<file path="config.mk">
export PLATFORM = sky130hd
export DESIGN_NAME = datagram_confirm_header_checker_unit_flat
export DESIGN_NICKNAME = d
export VERILOG_FILES = /design/src/hdl/dcc_pkg.sv /design/src/hdl/dcc_in_if.sv /design/src/hdl/dcc_out_if.sv /design/src/hdl/dcc_front.sv /design/src/hdl/dcc_fifo.sv /design/src/hdl/dcc_back.sv /design/src/hdl/datagram_confirm_header_checker_unit.sv /design/src/flat_wrapper.sv
export SDC_FILE = /design/constraint.sdc
export NUM_CORES = 2
export LEC_CHECK = 0
export ABC_AREA = 1
export BUFFER_PORTS_ARGS = -buffer_cell sky130_fd_sc_hd__buf_4
export CELL_PAD_IN_SITES_DETAIL_PLACEMENT = 0
export CELL_PAD_IN_SITES_GLOBAL_PLACEMENT = 1
export CORE_ASPECT_RATIO = 1.5
export CORE_MARGIN = 1
export CORE_UTILIZATION = 46
export CTS_CLUSTER_DIAMETER = 120
export DETAILED_ROUTE_END_ITERATION = 7
export MAX_ROUTING_LAYER = met4
export PLACE_DENSITY = 0.9
export SLEW_MARGIN = 20
export SYNTH_ARGS = -nofsm -noshare
export SYNTH_HDL_FRONTEND = slang
export SYNTH_SLANG_ARGS = --single-unit
</file>
<file path="constraint.sdc">
create_clock -name clk_i -period 6.3 [get_ports clk_i]
set_clock_uncertainty 0.1 [all_clocks]
set_input_delay 0.63 -clock clk_i [delete_from_list [all_inputs] [get_ports clk_i]]
set_output_delay 0.63 -clock clk_i [all_outputs]
set_load 0.01 [all_outputs]
</file>
<file path="src/hdl/dcc_pkg.sv">
// Package for the datagram confirm header checker.
// Holds widths, protocol constants, verdict codes and the queue entry types.
// No dependencies.
package dcc_pkg;

  localparam int unsigned MAX_PACKET_BYTES = 1024;
  localparam int unsigned HDR_BYTES        = 15;
  localparam int unsigned CAPACITY         = MAX_PACKET_BYTES + HDR_BYTES;
  localparam int unsigned POS_W            = $clog2(CAPACITY + 1);

  localparam int unsigned PORT_W   = 16;
  localparam int unsigned BYTE_W   = 8;
  localparam int unsigned WEIGHT_W = 17;
  localparam int unsigned TERM_W   = BYTE_W + WEIGHT_W;
  localparam int unsigned ACC_W    = 26;
  localparam int unsigned NUM_W    = 25;
  localparam int unsigned SENT_W   = 20;

  localparam int unsigned NUM_MOD     = 1000000;
  localparam int unsigned DIGIT_BIAS  = 5333328;
  localparam int unsigned MIN_LEN     = 6;
  localparam int unsigned DELIVER_LEN = HDR_BYTES + 1;

  localparam int unsigned TYPE_POS    = 6;
  localparam int unsigned DIGIT_FIRST = 8;
  localparam int unsigned DIGIT_LAST  = 13;

  localparam int unsigned RECIP_SHIFT = 45;
  localparam int unsigned RECIP_W     = 26;
  localparam longint unsigned RECIP   = ((64'd1 << RECIP_SHIFT) / NUM_MOD) + 1;
  localparam int unsigned PROD_W      = NUM_W + RECIP_W;
  localparam int unsigned QUOT_W      = 5;

  localparam int unsigned QUEUE_DEPTH = 4;
  localparam int unsigned QPTR_W      = $clog2(QUEUE_DEPTH);
  localparam int unsigned QCNT_W      = $clog2(QUEUE_DEPTH + 1);

  localparam logic [BYTE_W-1:0] CHAR_P = 8'h50;
  localparam logic [BYTE_W-1:0] CHAR_S = 8'h53;
  localparam logic [BYTE_W-1:0] CHAR_C = 8'h43;
  localparam logic [BYTE_W-1:0] CHAR_R = 8'h52;

  localparam logic [2:0] VERDICT_BAD       = 3'd0;
  localparam logic [2:0] VERDICT_WRONGPORT = 3'd1;
  localparam logic [2:0] VERDICT_NORMAL    = 3'd2;
  localparam logic [2:0] VERDICT_SEARCH    = 3'd3;
  localparam logic [2:0] VERDICT_NEW       = 3'd4;
  localparam logic [2:0] VERDICT_REPEAT    = 3'd5;
  localparam logic [2:0] VERDICT_OLD       = 3'd6;
  localparam logic [2:0] VERDICT_REPLY     = 3'd7;

  typedef enum logic [2:0] {
    PKT_OTHER,
    PKT_P,
    PKT_S,
    PKT_C,
    PKT_R
  } pkt_type_e;

  typedef struct packed {
    logic             is_send;
    logic             port_ok;
    logic             bad;
    logic             long_pkt;
    pkt_type_e        ptype;
    logic [ACC_W-1:0] acc;
  } entry_t;

  typedef struct packed {
    logic [2:0]        verdict;
    logic              deliver;
    logic              send_ack;
    logic              waiting;
    logic [SENT_W-1:0] sent_number;
    logic              is_send;
  } res_t;

  function automatic logic [BYTE_W-1:0] magic_byte(input logic [2:0] idx);
    logic [BYTE_W-1:0] val;
    unique case (idx)
      3'd0:    val = 8'h57;
      3'd1:    val = 8'h69;
      3'd2:    val = 8'h64;
      3'd3:    val = 8'h61;
      3'd4:    val = 8'h70;
      3'd5:    val = 8'h5F;
      default: val = 8'h00;
    endcase
    return val;
  endfunction

  function automatic logic [WEIGHT_W-1:0] digit_weight(input logic [2:0] idx);
    logic [WEIGHT_W-1:0] val;
    unique case (idx)
      3'd0:    val = 17'd100000;
      3'd1:    val = 17'd10000;
      3'd2:    val = 17'd1000;
      3'd3:    val = 17'd100;
      3'd4:    val = 17'd10;
      3'd5:    val = 17'd1;
      default: val = 17'd0;
    endcase
    return val;
  endfunction

endpackage

</file>
<file path="src/hdl/dcc_in_if.sv">
// Input channel of the checker: valid/ready handshake with one packet byte or send event.
// Depends on dcc_pkg.
interface dcc_in_if;
  import dcc_pkg::*;

  logic              valid;
  logic              ready;
  logic              op;
  logic [BYTE_W-1:0] byte_value;
  logic              last_byte;
  logic [PORT_W-1:0] source_port;

  modport source (output valid, op, byte_value, last_byte, source_port, input ready);
  modport sink (input valid, op, byte_value, last_byte, source_port, output ready);
endinterface

</file>
<file path="src/hdl/dcc_out_if.sv">
// Output channel of the checker: valid/ready handshake with one verdict item.
// Depends on dcc_pkg.
interface dcc_out_if;
  import dcc_pkg::*;

  logic              valid;
  logic              ready;
  logic [2:0]        verdict;
  logic              deliver_payload;
  logic              send_ack;
  logic [SENT_W-1:0] ack_number;
  logic              waiting_confirm;
  logic [SENT_W-1:0] sent_number;
  logic              is_send_result;

  modport source (output valid, verdict, deliver_payload, send_ack, ack_number,
                  waiting_confirm, sent_number, is_send_result, input ready);
  modport sink (input valid, verdict, deliver_payload, send_ack, ack_number,
                waiting_confirm, sent_number, is_send_result, output ready);
endinterface

</file>
<file path="src/hdl/dcc_front.sv">
// Front end: takes bytes, tracks the per-packet header state and the partner port,
// and pushes one classified entry per last byte or send event. Depends on dcc_pkg, dcc_in_if.
module dcc_front (
  input  logic                        clk_i,
  input  logic                        rst_ni,
  input  logic                        cfg_we_i,
  input  logic [dcc_pkg::PORT_W-1:0]  cfg_wdata_i,
  dcc_in_if.sink                      in_i,
  input  logic                        full_i,
  output logic                        push_o,
  output dcc_pkg::entry_t             entry_o
);
  import dcc_pkg::*;

  logic [PORT_W-1:0] partner_q;
  logic [POS_W-1:0]  pos_q, pos_d;
  logic              mis_q, mis_d;
  logic [BYTE_W-1:0] type_q, type_d;
  logic [ACC_W-1:0]  acc_q, acc_d;
  logic [BYTE_W-1:0] fin_q, fin_d;

  logic              accept;
  logic              stored;
  logic              digit_pos;
  logic [TERM_W-1:0] digit_term;
  pkt_type_e         ptype;

  assign in_i.ready = !full_i;
  assign accept     = in_i.valid && in_i.ready;
  assign stored     = pos_q < POS_W'(CAPACITY);
  assign digit_pos  = (pos_q >= POS_W'(DIGIT_FIRST)) && (pos_q <= POS_W'(DIGIT_LAST));
  assign digit_term = in_i.byte_value * digit_weight(3'(pos_q - POS_W'(DIGIT_FIRST)));

  always_comb begin
    pos_d  = pos_q;
    mis_d  = mis_q;
    type_d = type_q;
    acc_d  = acc_q;
    fin_d  = fin_q;
    if (stored) begin
      pos_d = POS_W'(pos_q + 1'b1);
      fin_d = in_i.byte_value;
      if (pos_q < POS_W'(MIN_LEN) && in_i.byte_value != magic_byte(pos_q[2:0])) begin
        mis_d = 1'b1;
      end
      if (pos_q == POS_W'(TYPE_POS)) begin
        type_d = in_i.byte_value;
      end
      if (digit_pos) begin
        acc_d = acc_q + ACC_W'(digit_term);
      end
    end
  end

  always_comb begin
    unique case (type_d)
      CHAR_P:  ptype = PKT_P;
      CHAR_S:  ptype = PKT_S;
      CHAR_C:  ptype = PKT_C;
      CHAR_R:  ptype = PKT_R;
      default: ptype = PKT_OTHER;
    endcase
  end

  assign push_o           = accept && (in_i.op || in_i.last_byte);
  assign entry_o.is_send  = in_i.op;
  assign entry_o.port_ok  = in_i.source_port == partner_q;
  assign entry_o.bad      = (fin_d != '0) || mis_d || (pos_d < POS_W'(MIN_LEN));
  assign entry_o.long_pkt = pos_d > POS_W'(DELIVER_LEN);
  assign entry_o.ptype    = ptype;
  assign entry_o.acc      = acc_d;

  always_ff @(posedge clk_i or negedge rst_ni) begin
    if (!rst_ni) begin
      partner_q <= '0;
      pos_q     <= '0;
      mis_q     <= 1'b0;
      type_q    <= '0;
      acc_q     <= '0;
      fin_q     <= '0;
    end else begin
      if (cfg_we_i) begin
        partner_q <= cfg_wdata_i;
      end
      if (accept && !in_i.op) begin
        if (in_i.last_byte) begin
          pos_q  <= '0;
          mis_q  <= 1'b0;
          type_q <= '0;
          acc_q  <= '0;
          fin_q  <= '0;
        end else begin
          pos_q  <= pos_d;
          mis_q  <= mis_d;
          type_q <= type_d;
          acc_q  <= acc_d;
          fin_q  <= fin_d;
        end
      end
    end
  end

endmodule

</file>
<file path="src/hdl/dcc_fifo.sv">
// Short register queue of classified entries between the front and back ends.
// Depends on dcc_pkg.
module dcc_fifo (
  input  logic            clk_i,
  input  logic            rst_ni,
  input  logic            push_i,
  input  dcc_pkg::entry_t entry_i,
  output logic            full_o,
  input  logic            pop_i,
  output logic            empty_o,
  output dcc_pkg::entry_t head_o
);
  import dcc_pkg::*;

  entry_t            mem_q [QUEUE_DEPTH];
  logic [QPTR_W-1:0] wr_q, rd_q;
  logic [QCNT_W-1:0] cnt_q;
  logic              do_push, do_pop;

  assign full_o  = cnt_q == QCNT_W'(QUEUE_DEPTH);
  assign empty_o = cnt_q == '0;
  assign head_o  = mem_q[rd_q];
  assign do_push = push_i && !full_o;
  assign do_pop  = pop_i && !empty_o;

  always_ff @(posedge clk_i) begin
    if (do_push) begin
      mem_q[wr_q] <= entry_i;
    end
  end

  always_ff @(posedge clk_i or negedge rst_ni) begin
    if (!rst_ni) begin
      wr_q  <= '0;
      rd_q  <= '0;
      cnt_q <= '0;
    end else begin
      if (do_push) begin
        wr_q <= (wr_q == QPTR_W'(QUEUE_DEPTH - 1)) ? '0 : QPTR_W'(wr_q + 1'b1);
      end
      if (do_pop) begin
        rd_q <= (rd_q == QPTR_W'(QUEUE_DEPTH - 1)) ? '0 : QPTR_W'(rd_q + 1'b1);
      end
      if (do_push && !do_pop) begin
        cnt_q <= QCNT_W'(cnt_q + 1'b1);
      end else if (do_pop && !do_push) begin
        cnt_q <= QCNT_W'(cnt_q - 1'b1);
      end
    end
  end

endmodule

</file>
<file path="src/hdl/dcc_back.sv">
// Back end: decides verdicts, keeps the confirm and send counters, reduces the
// acknowledgement number modulo one million and drives the output. Depends on dcc_pkg, dcc_out_if.
module dcc_back (
  input  logic            clk_i,
  input  logic            rst_ni,
  input  logic            empty_i,
  input  dcc_pkg::entry_t head_i,
  output logic            pop_o,
  dcc_out_if.source       out_o
);
  import dcc_pkg::*;

  logic [ACC_W-1:0]  last_acc_q, last_acc_d;
  logic [SENT_W-1:0] sent_q, sent_d;
  logic [ACC_W-1:0]  sent_bias_q, sent_bias_d;
  logic              await_q, await_d;

  logic              adv;
  res_t              res_d;
  logic [NUM_W-1:0]  x_d;

  logic              s1_valid_q, s2_valid_q, out_valid_q;
  res_t              s1_res_q, s2_res_q, out_res_q;
  logic [NUM_W-1:0]  s1_x_q, s2_x_q;
  logic [PROD_W-1:0] s2_prod_q, prod_d;
  logic [SENT_W-1:0] out_ack_q;

  logic [QUOT_W-1:0] quot;
  logic [NUM_W-1:0]  qm, rem_raw, rem;

  assign adv   = !out_valid_q || out_o.ready;
  assign pop_o = adv && !empty_i;

  always_comb begin
    last_acc_d  = last_acc_q;
    sent_d      = sent_q;
    sent_bias_d = sent_bias_q;
    await_d     = await_q;
    res_d       = '0;
    x_d         = '0;
    if (head_i.is_send) begin
      if (sent_q == SENT_W'(NUM_MOD - 1)) begin
        sent_d      = '0;
        sent_bias_d = ACC_W'(DIGIT_BIAS);
      end else begin
        sent_d      = SENT_W'(sent_q + 1'b1);
        sent_bias_d = ACC_W'(sent_bias_q + 1'b1);
      end
      await_d           = 1'b1;
      res_d.sent_number = sent_d;
      res_d.is_send     = 1'b1;
    end else begin
      priority if (!head_i.port_ok) begin
        res_d.verdict = VERDICT_WRONGPORT;
      end else if (head_i.bad) begin
        res_d.verdict = VERDICT_BAD;
      end else begin
        unique case (head_i.ptype)
          PKT_P: res_d.verdict = VERDICT_NORMAL;
          PKT_S: res_d.verdict = VERDICT_SEARCH;
          PKT_C: begin
            if (head_i.acc < last_acc_q) begin
              res_d.verdict = VERDICT_OLD;
            end else begin
              res_d.verdict  = (head_i.acc == last_acc_q) ? VERDICT_REPEAT : VERDICT_NEW;
              last_acc_d     = head_i.acc;
              res_d.send_ack = 1'b1;
              x_d            = NUM_W'(head_i.acc - ACC_W'(DIGIT_BIAS));
            end
          end
          PKT_R: begin
            res_d.verdict = VERDICT_REPLY;
            if (await_q && head_i.acc == sent_bias_q) begin
              await_d = 1'b0;
            end
          end
          default: res_d.verdict = VERDICT_BAD;
        endcase
      end
      res_d.deliver = head_i.long_pkt && res_d.verdict != VERDICT_BAD &&
                      res_d.verdict != VERDICT_WRONGPORT && res_d.verdict != VERDICT_REPEAT;
    end
    res_d.waiting = await_d;
  end

  assign prod_d  = s1_x_q * RECIP_W'(RECIP);
  assign quot    = s2_prod_q[RECIP_SHIFT +: QUOT_W];
  assign qm      = NUM_W'(quot) * NUM_W'(NUM_MOD);
  assign rem_raw = s2_x_q - qm;
  assign rem     = (rem_raw >= NUM_W'(NUM_MOD)) ? NUM_W'(rem_raw - NUM_W'(NUM_MOD)) : rem_raw;

  always_ff @(posedge clk_i or negedge rst_ni) begin
    if (!rst_ni) begin
      last_acc_q  <= ACC_W'(DIGIT_BIAS);
      sent_q      <= '0;
      sent_bias_q <= ACC_W'(DIGIT_BIAS);
      await_q     <= 1'b0;
      s1_valid_q  <= 1'b0;
      s2_valid_q  <= 1'b0;
      out_valid_q <= 1'b0;
    end else if (adv) begin
      s1_valid_q  <= !empty_i;
      s2_valid_q  <= s1_valid_q;
      out_valid_q <= s2_valid_q;
      if (!empty_i) begin
        last_acc_q  <= last_acc_d;
        sent_q      <= sent_d;
        sent_bias_q <= sent_bias_d;
        await_q     <= await_d;
      end
    end
  end

  always_ff @(posedge clk_i) begin
    if (adv) begin
      s1_res_q  <= res_d;
      s1_x_q    <= x_d;
      s2_res_q  <= s1_res_q;
      s2_x_q    <= s1_x_q;
      s2_prod_q <= prod_d;
      out_res_q <= s2_res_q;
      out_ack_q <= SENT_W'(rem);
    end
  end

  assign out_o.valid           = out_valid_q;
  assign out_o.verdict         = out_res_q.verdict;
  assign out_o.deliver_payload = out_res_q.deliver;
  assign out_o.send_ack        = out_res_q.send_ack;
  assign out_o.ack_number      = out_ack_q;
  assign out_o.waiting_confirm = out_res_q.waiting;
  assign out_o.sent_number     = out_res_q.sent_number;
  assign out_o.is_send_result  = out_res_q.is_send;

  a_ack_verdict: assert property (@(posedge clk_i) disable iff (!rst_ni)
    out_o.valid && out_o.send_ack |->
      (out_o.verdict == VERDICT_NEW || out_o.verdict == VERDICT_REPEAT))
    else $error("Acknowledgement requested for a verdict other than a new or repeated confirm.");

  a_send_result: assert property (@(posedge clk_i) disable iff (!rst_ni)
    out_o.valid && out_o.is_send_result |->
      (out_o.waiting_confirm && out_o.verdict == VERDICT_BAD && !out_o.send_ack))
    else $error("Send result without the waiting flag or with packet fields set.");

  a_ack_range: assert property (@(posedge clk_i) disable iff (!rst_ni)
    out_o.valid |-> (out_o.ack_number < SENT_W'(NUM_MOD) && out_o.sent_number < SENT_W'(NUM_MOD)))
    else $error("Numbers on the output are not reduced modulo one million.");

  a_deliver_verdict: assert property (@(posedge clk_i) disable iff (!rst_ni)
    out_o.valid && out_o.deliver_payload |->
      (out_o.verdict != VERDICT_BAD && out_o.verdict != VERDICT_WRONGPORT &&
       out_o.verdict != VERDICT_REPEAT))
    else $error("Payload delivered for a bad, foreign or repeated packet.");

endmodule

</file>
<file path="src/hdl/datagram_confirm_header_checker_unit.sv">
// The front end classifies packets and writes each accepted last byte or send event to a four-entry
// queue, which decouples it from the back end; the result then passes the back end's decision stage,
// reciprocal multiply stage and output register, which hold while the output is stalled. One input
// item per cycle is taken while the queue is not full; a byte that ends no packet produces no result.
// Reset is asynchronous and active low; it clears the flags, the send count and the partner port.
module datagram_confirm_header_checker_unit (
  input  logic                       clk_i,
  input  logic                       rst_ni,
  input  logic                       cfg_we_i,
  input  logic [dcc_pkg::PORT_W-1:0] cfg_wdata_i,
  dcc_in_if.sink                     in_i,
  dcc_out_if.source                  out_o
);
  import dcc_pkg::*;

  logic   push, pop, full, empty;
  entry_t entry, head;

  dcc_front u_front (
    .clk_i       (clk_i),
    .rst_ni      (rst_ni),
    .cfg_we_i    (cfg_we_i),
    .cfg_wdata_i (cfg_wdata_i),
    .in_i        (in_i),
    .full_i      (full),
    .push_o      (push),
    .entry_o     (entry)
  );

  dcc_fifo u_fifo (
    .clk_i   (clk_i),
    .rst_ni  (rst_ni),
    .push_i  (push),
    .entry_i (entry),
    .full_o  (full),
    .pop_i   (pop),
    .empty_o (empty),
    .head_o  (head)
  );

  dcc_back u_back (
    .clk_i   (clk_i),
    .rst_ni  (rst_ni),
    .empty_i (empty),
    .head_i  (head),
    .pop_o   (pop),
    .out_o   (out_o)
  );

endmodule

</file>
<file path="src/flat_wrapper.sv">
// flat-port wrapper written by rule: the top's interface ports become plain ports
module datagram_confirm_header_checker_unit_flat import dcc_pkg::*;
  (clk_i, rst_ni, cfg_we_i, cfg_wdata_i, in_i_valid, in_i_op, in_i_byte_value, in_i_last_byte, in_i_source_port, in_i_ready, out_o_valid, out_o_verdict, out_o_deliver_payload, out_o_send_ack, out_o_ack_number, out_o_waiting_confirm, out_o_sent_number, out_o_is_send_result, out_o_ready);
  dcc_in_if in_i_i ();
  dcc_out_if out_o_i ();
  input  logic clk_i;
  input  logic rst_ni;
  input  logic cfg_we_i;
  input  logic [dcc_pkg::PORT_W-1:0] cfg_wdata_i;
  input wire logic [$bits(in_i_i.valid)-1:0] in_i_valid;
  input wire logic [$bits(in_i_i.op)-1:0] in_i_op;
  input wire logic [$bits(in_i_i.byte_value)-1:0] in_i_byte_value;
  input wire logic [$bits(in_i_i.last_byte)-1:0] in_i_last_byte;
  input wire logic [$bits(in_i_i.source_port)-1:0] in_i_source_port;
  output wire logic [$bits(in_i_i.ready)-1:0] in_i_ready;
  output wire logic [$bits(out_o_i.valid)-1:0] out_o_valid;
  output wire logic [$bits(out_o_i.verdict)-1:0] out_o_verdict;
  output wire logic [$bits(out_o_i.deliver_payload)-1:0] out_o_deliver_payload;
  output wire logic [$bits(out_o_i.send_ack)-1:0] out_o_send_ack;
  output wire logic [$bits(out_o_i.ack_number)-1:0] out_o_ack_number;
  output wire logic [$bits(out_o_i.waiting_confirm)-1:0] out_o_waiting_confirm;
  output wire logic [$bits(out_o_i.sent_number)-1:0] out_o_sent_number;
  output wire logic [$bits(out_o_i.is_send_result)-1:0] out_o_is_send_result;
  input wire logic [$bits(out_o_i.ready)-1:0] out_o_ready;
  assign in_i_i.valid = in_i_valid;
  assign in_i_i.op = in_i_op;
  assign in_i_i.byte_value = in_i_byte_value;
  assign in_i_i.last_byte = in_i_last_byte;
  assign in_i_i.source_port = in_i_source_port;
  assign in_i_ready = in_i_i.ready;
  assign out_o_valid = out_o_i.valid;
  assign out_o_verdict = out_o_i.verdict;
  assign out_o_deliver_payload = out_o_i.deliver_payload;
  assign out_o_send_ack = out_o_i.send_ack;
  assign out_o_ack_number = out_o_i.ack_number;
  assign out_o_waiting_confirm = out_o_i.waiting_confirm;
  assign out_o_sent_number = out_o_i.sent_number;
  assign out_o_is_send_result = out_o_i.is_send_result;
  assign out_o_i.ready = out_o_ready;
  datagram_confirm_header_checker_unit u_core (.clk_i(clk_i), .rst_ni(rst_ni), .cfg_we_i(cfg_we_i), .cfg_wdata_i(cfg_wdata_i), .in_i(in_i_i), .out_o(out_o_i));
endmodule
</file>
### Yosys cells after proc, flatten, opt, wreduce, memory -nomap -nowiden

Memory sizes are Yosys's and may differ from the RTL's.
Cells that the tools add are included.

| operators by class | value |
|---|---|
| $add $sub $neg | 12 |
| multiply operators | 3 |
| $lt $le $gt $ge | 8 |
| eq/ne operators | 29 |
| muxes and demuxes | 39 |
| bitwise operators | 6 |
| reductions and logical operators | 35 |

Operators with widths:

| cell | count |
|---|---|
| 26-bit 2-to-1 mux | 4 |
| 17-bit case mux with 6 select lines | 1 |
| 26-bit equality test | 2 |
| 25-bit by 26-bit multiplier with 50-bit output (second input constant) | 1 |
| 8-bit 2-to-1 mux | 6 |
| 7-bit case mux with 6 select lines | 1 |
| 20-bit 2-to-1 mux | 2 |
| 8-bit by 7-bit equality test with 1-bit output (second input constant) | 4 |
| 26-bit by 1-bit adder with 26-bit output (second input constant) | 1 |
| 26-bit by 25-bit adder with 26-bit output | 1 |
| 26-bit less-than comparator | 1 |
| 25-bit by 20-bit >= comparator with 1-bit output (second input constant) | 1 |
| 8-bit by 17-bit multiplier with 25-bit output | 1 |
| 25-bit by 23-bit subtractor with 25-bit output (second input constant) | 1 |
| 25-bit subtractor | 1 |
| 3-bit case mux with 4 select lines | 2 |
| 11-bit by 3-bit less-than comparator with 1-bit output (second input constant) | 2 |
| 11-bit 2-to-1 mux | 2 |
| 20-bit by 1-bit adder with 20-bit output (second input constant) | 1 |
| 20-bit equality test (second input constant) | 1 |
| 20-bit subtractor (second input constant) | 1 |
| 5-bit by 14-bit multiplier with 19-bit output (second input constant) | 1 |
| 3-bit by 2-bit equality test with 1-bit output (second input constant) | 6 |
| 3-bit equality test (second input constant) | 6 |
| other kinds (31) | 82 |

| word-level totals | value |
|---|---|
| register bits after elaboration | 354 |
| RAM bits | 132 |
| output and inout port bits | 49 |
| memories | 1 |

Memory list:

| memory | words | width | read ports | clocked after Yosys merged registers in | wr ports | RTL line | source |
|---|---|---|---|---|---|---|---|
| u_core.u_fifo.mem_q | 4 | 33 | 1 | 0 | 1 | dcc_fifo.sv:15 | `entry_t mem_q [QUEUE_DEPTH];` |

### Longest topological paths before layout

An unclocked memory read counts as a cell.

| depth | value |
|---|---|
| depth after elaboration | 12 |
| depth in mapped cells | 31 |
| gate-level depth less buffers | 31 |

### Hierarchy

From an unflattened synthesis, not the netlist that was laid out.

| second synthesis, totals | value |
|---|---|
| cell total of the unflattened synthesis | 4362 |
| area, all modules | 38614.5 um2 |

Modules (own cells, without submodules):

| module | instances | cells an instance | area an instance (um2) | sequential area each (um2) |
|---|---|---|---|---|
| dcc_back | 1 | 2601 | 23488.8 | 6606.3 |
| dcc_front | 1 | 1315 | 9185.1 | 1751.7 |
| dcc_fifo | 1 | 446 | 5940.7 | 4139.0 |

### Worst setup path after synthesis

No wires, ideal clock.

| timing path | value |
|---|---|
| kind | input to register |
| from | in out_o_ready |
| to | reg u_core.u_back.sent_bias_q[18] |
| library setup time | 131 ps |
| arrival time | 6132 ps |
| data required time | 6069 ps |
| slack | -63 ps |
| cell stages on the path | 13 |
| cells stage by stage | inv_1 nand2_1 nand2_1 nor2_8 nand2_2 nor2_2 nand4_1 nor2_1 nand2_1 inv_2 nand2_1 nor2_1 nor3b_2 |

| on the way | value |
|---|---|
| word-level cells in the longest chain between the ends | 2 |

Ends and longest elaborated chain:

| item | RTL line | source |
|---|---|---|
| from (decl) | flat_wrapper.sv:24 | `input wire logic [$bits(out_o_i.ready)-1:0] out_o_ready;` |
| 1-bit logical OR | dcc_back.sv:31 | `assign adv = !out_valid_q \|\| out_o.ready;` |
| 3-bit AND reduction (no source line) | - |  |
| to (signal assigned) | dcc_back.sv:96 | `sent_bias_q <= ACC_W'(DIGIT_BIAS);` |
| to (signal assigned) | dcc_back.sv:108 | `sent_bias_q <= sent_bias_d;` |
| to (decl) | dcc_back.sv:15 | `logic [ACC_W-1:0] sent_bias_q, sent_bias_d;` |

No other way between the ends.
A chain may end at the register's enable or synchronous reset.

### Final worst setup path

| timing path | value |
|---|---|
| from | reg u_core.u_back.s1_x_q[22] |
| to | reg u_core.u_back.s2_prod_q[48], data pin |

| on the way | value |
|---|---|
| word-level cells in the longest chain between the ends | 1 |

Ends and longest elaborated chain:

| item | RTL line | source |
|---|---|---|
| from (decl) | dcc_back.sv:24 | `logic [NUM_W-1:0] s1_x_q, s2_x_q;` |
| from (signal assigned) | dcc_back.sv:117 | `s1_x_q <= x_d;` |
| 25-bit by 26-bit multiplier with 50-bit output | dcc_back.sv:86 | `assign prod_d = s1_x_q * RECIP_W'(RECIP);` |
| named net u_core.u_back.prod_d[48] | dcc_back.sv:25 | `logic [PROD_W-1:0] s2_prod_q, prod_d;` |
| to (signal assigned) | dcc_back.sv:120 | `s2_prod_q <= prod_d;` |
| to (decl) | dcc_back.sv:25 |  |

The timed path passes the listed nets, and every way through them passes these cells.

==> metrics.csv <==
metric,value,unit
worstHoldPathCells,3,
detail_route.vias_per_cell,5.12,
maxSlewHeadroom,0.298,
mostFrequentLayoutCell,inv_1,
worstHoldStart,cfg_wdata_i[6],
share_of_layout_cells_above_drive_strength_1,0.108,
setup-tns-final,0,ns
critical_path.endpoint_type,flip-flop,
vias_after_detailed_routing,27400,
total_congestion_overflow,0,
final_min_period_over_clock_period,0.964,
final_antenna_net_count,0,
rows,128,
max_cap_viol_count,0,
global_route.usage.total,0.237,
area_growth,10.3,%
crit_arrival,6.33,ns
most-common-layout-cells,"inv_1, nand2_1, ha_1",
final_count_of_hold_timing_violations,0,
worstRegToRegCells,21,
synthesis.nets,4897,
tritoncts.num_buffers,45,
placed_cells,5258,
ys_types,65,
stdcell_count,5355,
h-tree-depth,2,
buffer_ports.inserted,95,
yosys_register_bits,441,
place.gp.congestion,0.956,
design.core.area,81200,um^2
detailedRoute.firstIterationViolations,1347,
worst_skew_pair.late_latency,0.61,ns
synthesis.area_per_instance,9.12,um^2
holdWs,0.134,ns
ys.flop_type,edfxtp_1,
cts_tree,yes,
yosysSeqAreaShare,0.332,
number_of_nets_in_the_final_layout,5043,
syn_area,37700,um^2
min-delay-path-class,primary input to flip-flop,
die_width,236,um
synth_enable_flop_cells,288,
die_area,83100,um^2
start_util,0.464,
setup_viol,0,
rr_endpoint,u_core.u_back.s2_prod_q[48],
postSynth.asyncResetShare,0.347,
top_level_ports,96,
clk_transition_reported_paths,0.06,ns
remaining_drc_errors,0,
required,6.56,ns
status,finished clean,
numClockSinks,441,
max_slew.worst_pin.slew,1.05,ns
total_number_of_yosys_warnings,0,
global_route_wire_length_before_repair,150,mm
routed_wirelength,93.7,mm
rrSetupSlack,0.23,ns
die_y,353,um
ctsLongestPathBuffers,3,
maxSlewViolCount,0,
regToRegStartpoint,u_core.u_back.s1_x_q[22],
drt_pre_antenna_iters,5,
worst_hold_path.endpoint,u_core.u_front.partner_q[6],
post_drt_wl_per_cell,17.5,um
max_freq,165,MHz
n_antenna_cell,0,
antenna_found_initial,0,
crit_path_start_kind,flip-flop,
synthCells,4132,
cts_root_buffer,clkbuf_16,
grt_pass1_vias,28600,
detailedPlacementHpwl,77.2,mm
maximum_number_of_pins_on_one_net_before_global_route_repair,91,
timing.setup.critical_path_class,flip-flop to flip-flop,
critical_path.max_fanout,5,
finalCriticalPeriod,6.07,ns
## worst max-delay path by stage
stage                             startpoint                           to
floorplan            u_core.u_back.s1_x_q[7]  u_core.u_back.s2_prod_q[47]
global placement    u_core.u_back.s1_x_q[10]  u_core.u_back.s2_prod_q[49]
detailed placement   u_core.u_back.s1_x_q[9]  u_core.u_back.s2_prod_q[47]
CTS                  u_core.u_back.s1_x_q[9]  u_core.u_back.s2_prod_q[47]
global route        u_core.u_back.s1_x_q[22]  u_core.u_back.s2_prod_q[48]
finish              u_core.u_back.s1_x_q[22]  u_core.u_back.s2_prod_q[48]
## cell families (layout without fill, tap and decap cells)
group                      after synthesis  after routing  synth area share
and+or+nand+nor                       1448           1448             0.169
buffers and inverters                  959           1142             0.101
adders and majority gates              718            718             0.303
AOI/OAI and AO/OA                      464            464            0.0709
DFF                                    441            441             0.332
xor gates and xnor gates                90             90            0.0213
muxes                                   12             12           0.00358
## critical path, stage by stage (launching register included)
cell and delay [ns]:
edfxtp_1 0.48, fa_1 0.61, inv_1 0.07, fa_1 0.50
inv_1 0.09, fa_1 0.52, fa_1 0.52, fa_1 0.52
fa_1 0.54, inv_1 0.05, fa_1 0.53, inv_1 0.04
ha_1 0.35, nand2_1 0.10, nor2_1 0.14, inv_1 0.09
nor3_2 0.14, nand2_1 0.08, o2111ai_1 0.08, nand2_1 0.10
nand4_1 0.11, nand2_1 0.06
## routing by layer
metal / GRT usage / routed length (um) / up-vias
met1: 0.247 / 35000 / 13200
met5: - / 0 / -
met3: 0.0175 / 2500 / 227
met2: 0.440 / 50500 / 512
li1: - / - / 13500
met4: 0.130 / 5690 / 0
## registers in the layout (all words and copies together), names as in the netlist, 16 cells and up
signal	cells
u_core.u_fifo.mem_q	132
u_core.u_back.out_o.ack_number	20
u_core.u_back.s2_res_q	27
u_core.u_back.sent_q	20
u_core.u_back.s1_x_q	25
u_core.u_back.out_o.sent_number	20
u_core.u_front.acc_q	26
u_core.u_back.sent_bias_q	26
u_core.u_back.last_acc_q	26
u_core.u_back.s1_res_q	27
u_core.u_front.partner_q	16
u_core.u_back.s2_x_q	25
## through the flow
step / area, um^2 / setup slack [ns] / util
after floorplan: 37700 / 0.332 / -
after global placement: 39800 / 0.0890 / 0.490
after detailed placement: 39800 / 0.0496 / 0.490
after CTS: 41400 / 0.0441 / 0.510
after global routing: 41600 / -0.0278 / 0.512
final: 41600 / 0.228 / 0.512
## cells in the mapped netlist, types with 5 or more instances
master / count / area share
edfxtp_1: 288 / 0.23
a31oi_1: 6 / 0.0010
nor4_1: 20 / 0.0033
buf_6: 16 / 0.0048
nor3_1: 38 / 0.0050
inv_2: 24 / 0.0024
nand2_2: 36 / 0.0060
nand3_2: 12 / 0.0032
nor3_2: 6 / 0.0016
dfstp_2: 16 / 0.011
fa_1: 324 / 0.17
nor2_2: 13 / 0.0022
nor2_1: 261 / 0.026
ha_1: 394 / 0.13
dfrtp_1: 137 / 0.091
nand4_1: 69 / 0.011
buf_4: 11 / 0.0022
xnor2_1: 33 / 0.0077
mux2_2: 12 / 0.0036
inv_1: 855 / 0.085
o21bai_1: 9 / 0.0018
o21ai_1: 23 / 0.0031
a211oi_1: 5 / 0.0010
o31ai_1: 5 / 0.0010
a21o_1: 14 / 0.0028
nand3_1: 160 / 0.021
o21ai_2: 27 / 0.0063
o22ai_1: 26 / 0.0043
o21a_1: 6 / 0.0012
a21oi_1: 149 / 0.020
o211ai_1: 11 / 0.0022
nand2_1: 782 / 0.078
buf_2: 11 / 0.0015
and2_1: 7 / 0.0012
clkbuf_1: 34 / 0.0034
or2_2: 17 / 0.0028
o21ai_0: 164 / 0.022
a22o_1: 5 / 0.0012
nand2_4: 7 / 0.0021
nand3b_1: 5 / 0.0010
xor2_1: 55 / 0.013
## area by class of cell
type / count / area, um^2
Clock buffer: 50 / 1140
Fill cell: 7443 / 39600
Sequential cell: 441 / 12500
Inverter: 883 / 3320
Clock inverter: 34 / 467
Tap cell: 1040 / 1300
Timing Repair Buffer: 175 / 1320
Multi-Input combinational cell: 2732 / 21500
## repair_timing
action                                  in CTS  in global routing
hold endpoints to repair                    50                  0
setup buffers                                0                 12
gates resized for setup                      0                 27
endpoints found under the setup margin       0                 46
hold buffers                                 1                  0
Power is left out: the tool's default activity adds up to more than one toggle a clock period on the data nets, which glitch-free logic cannot reach.
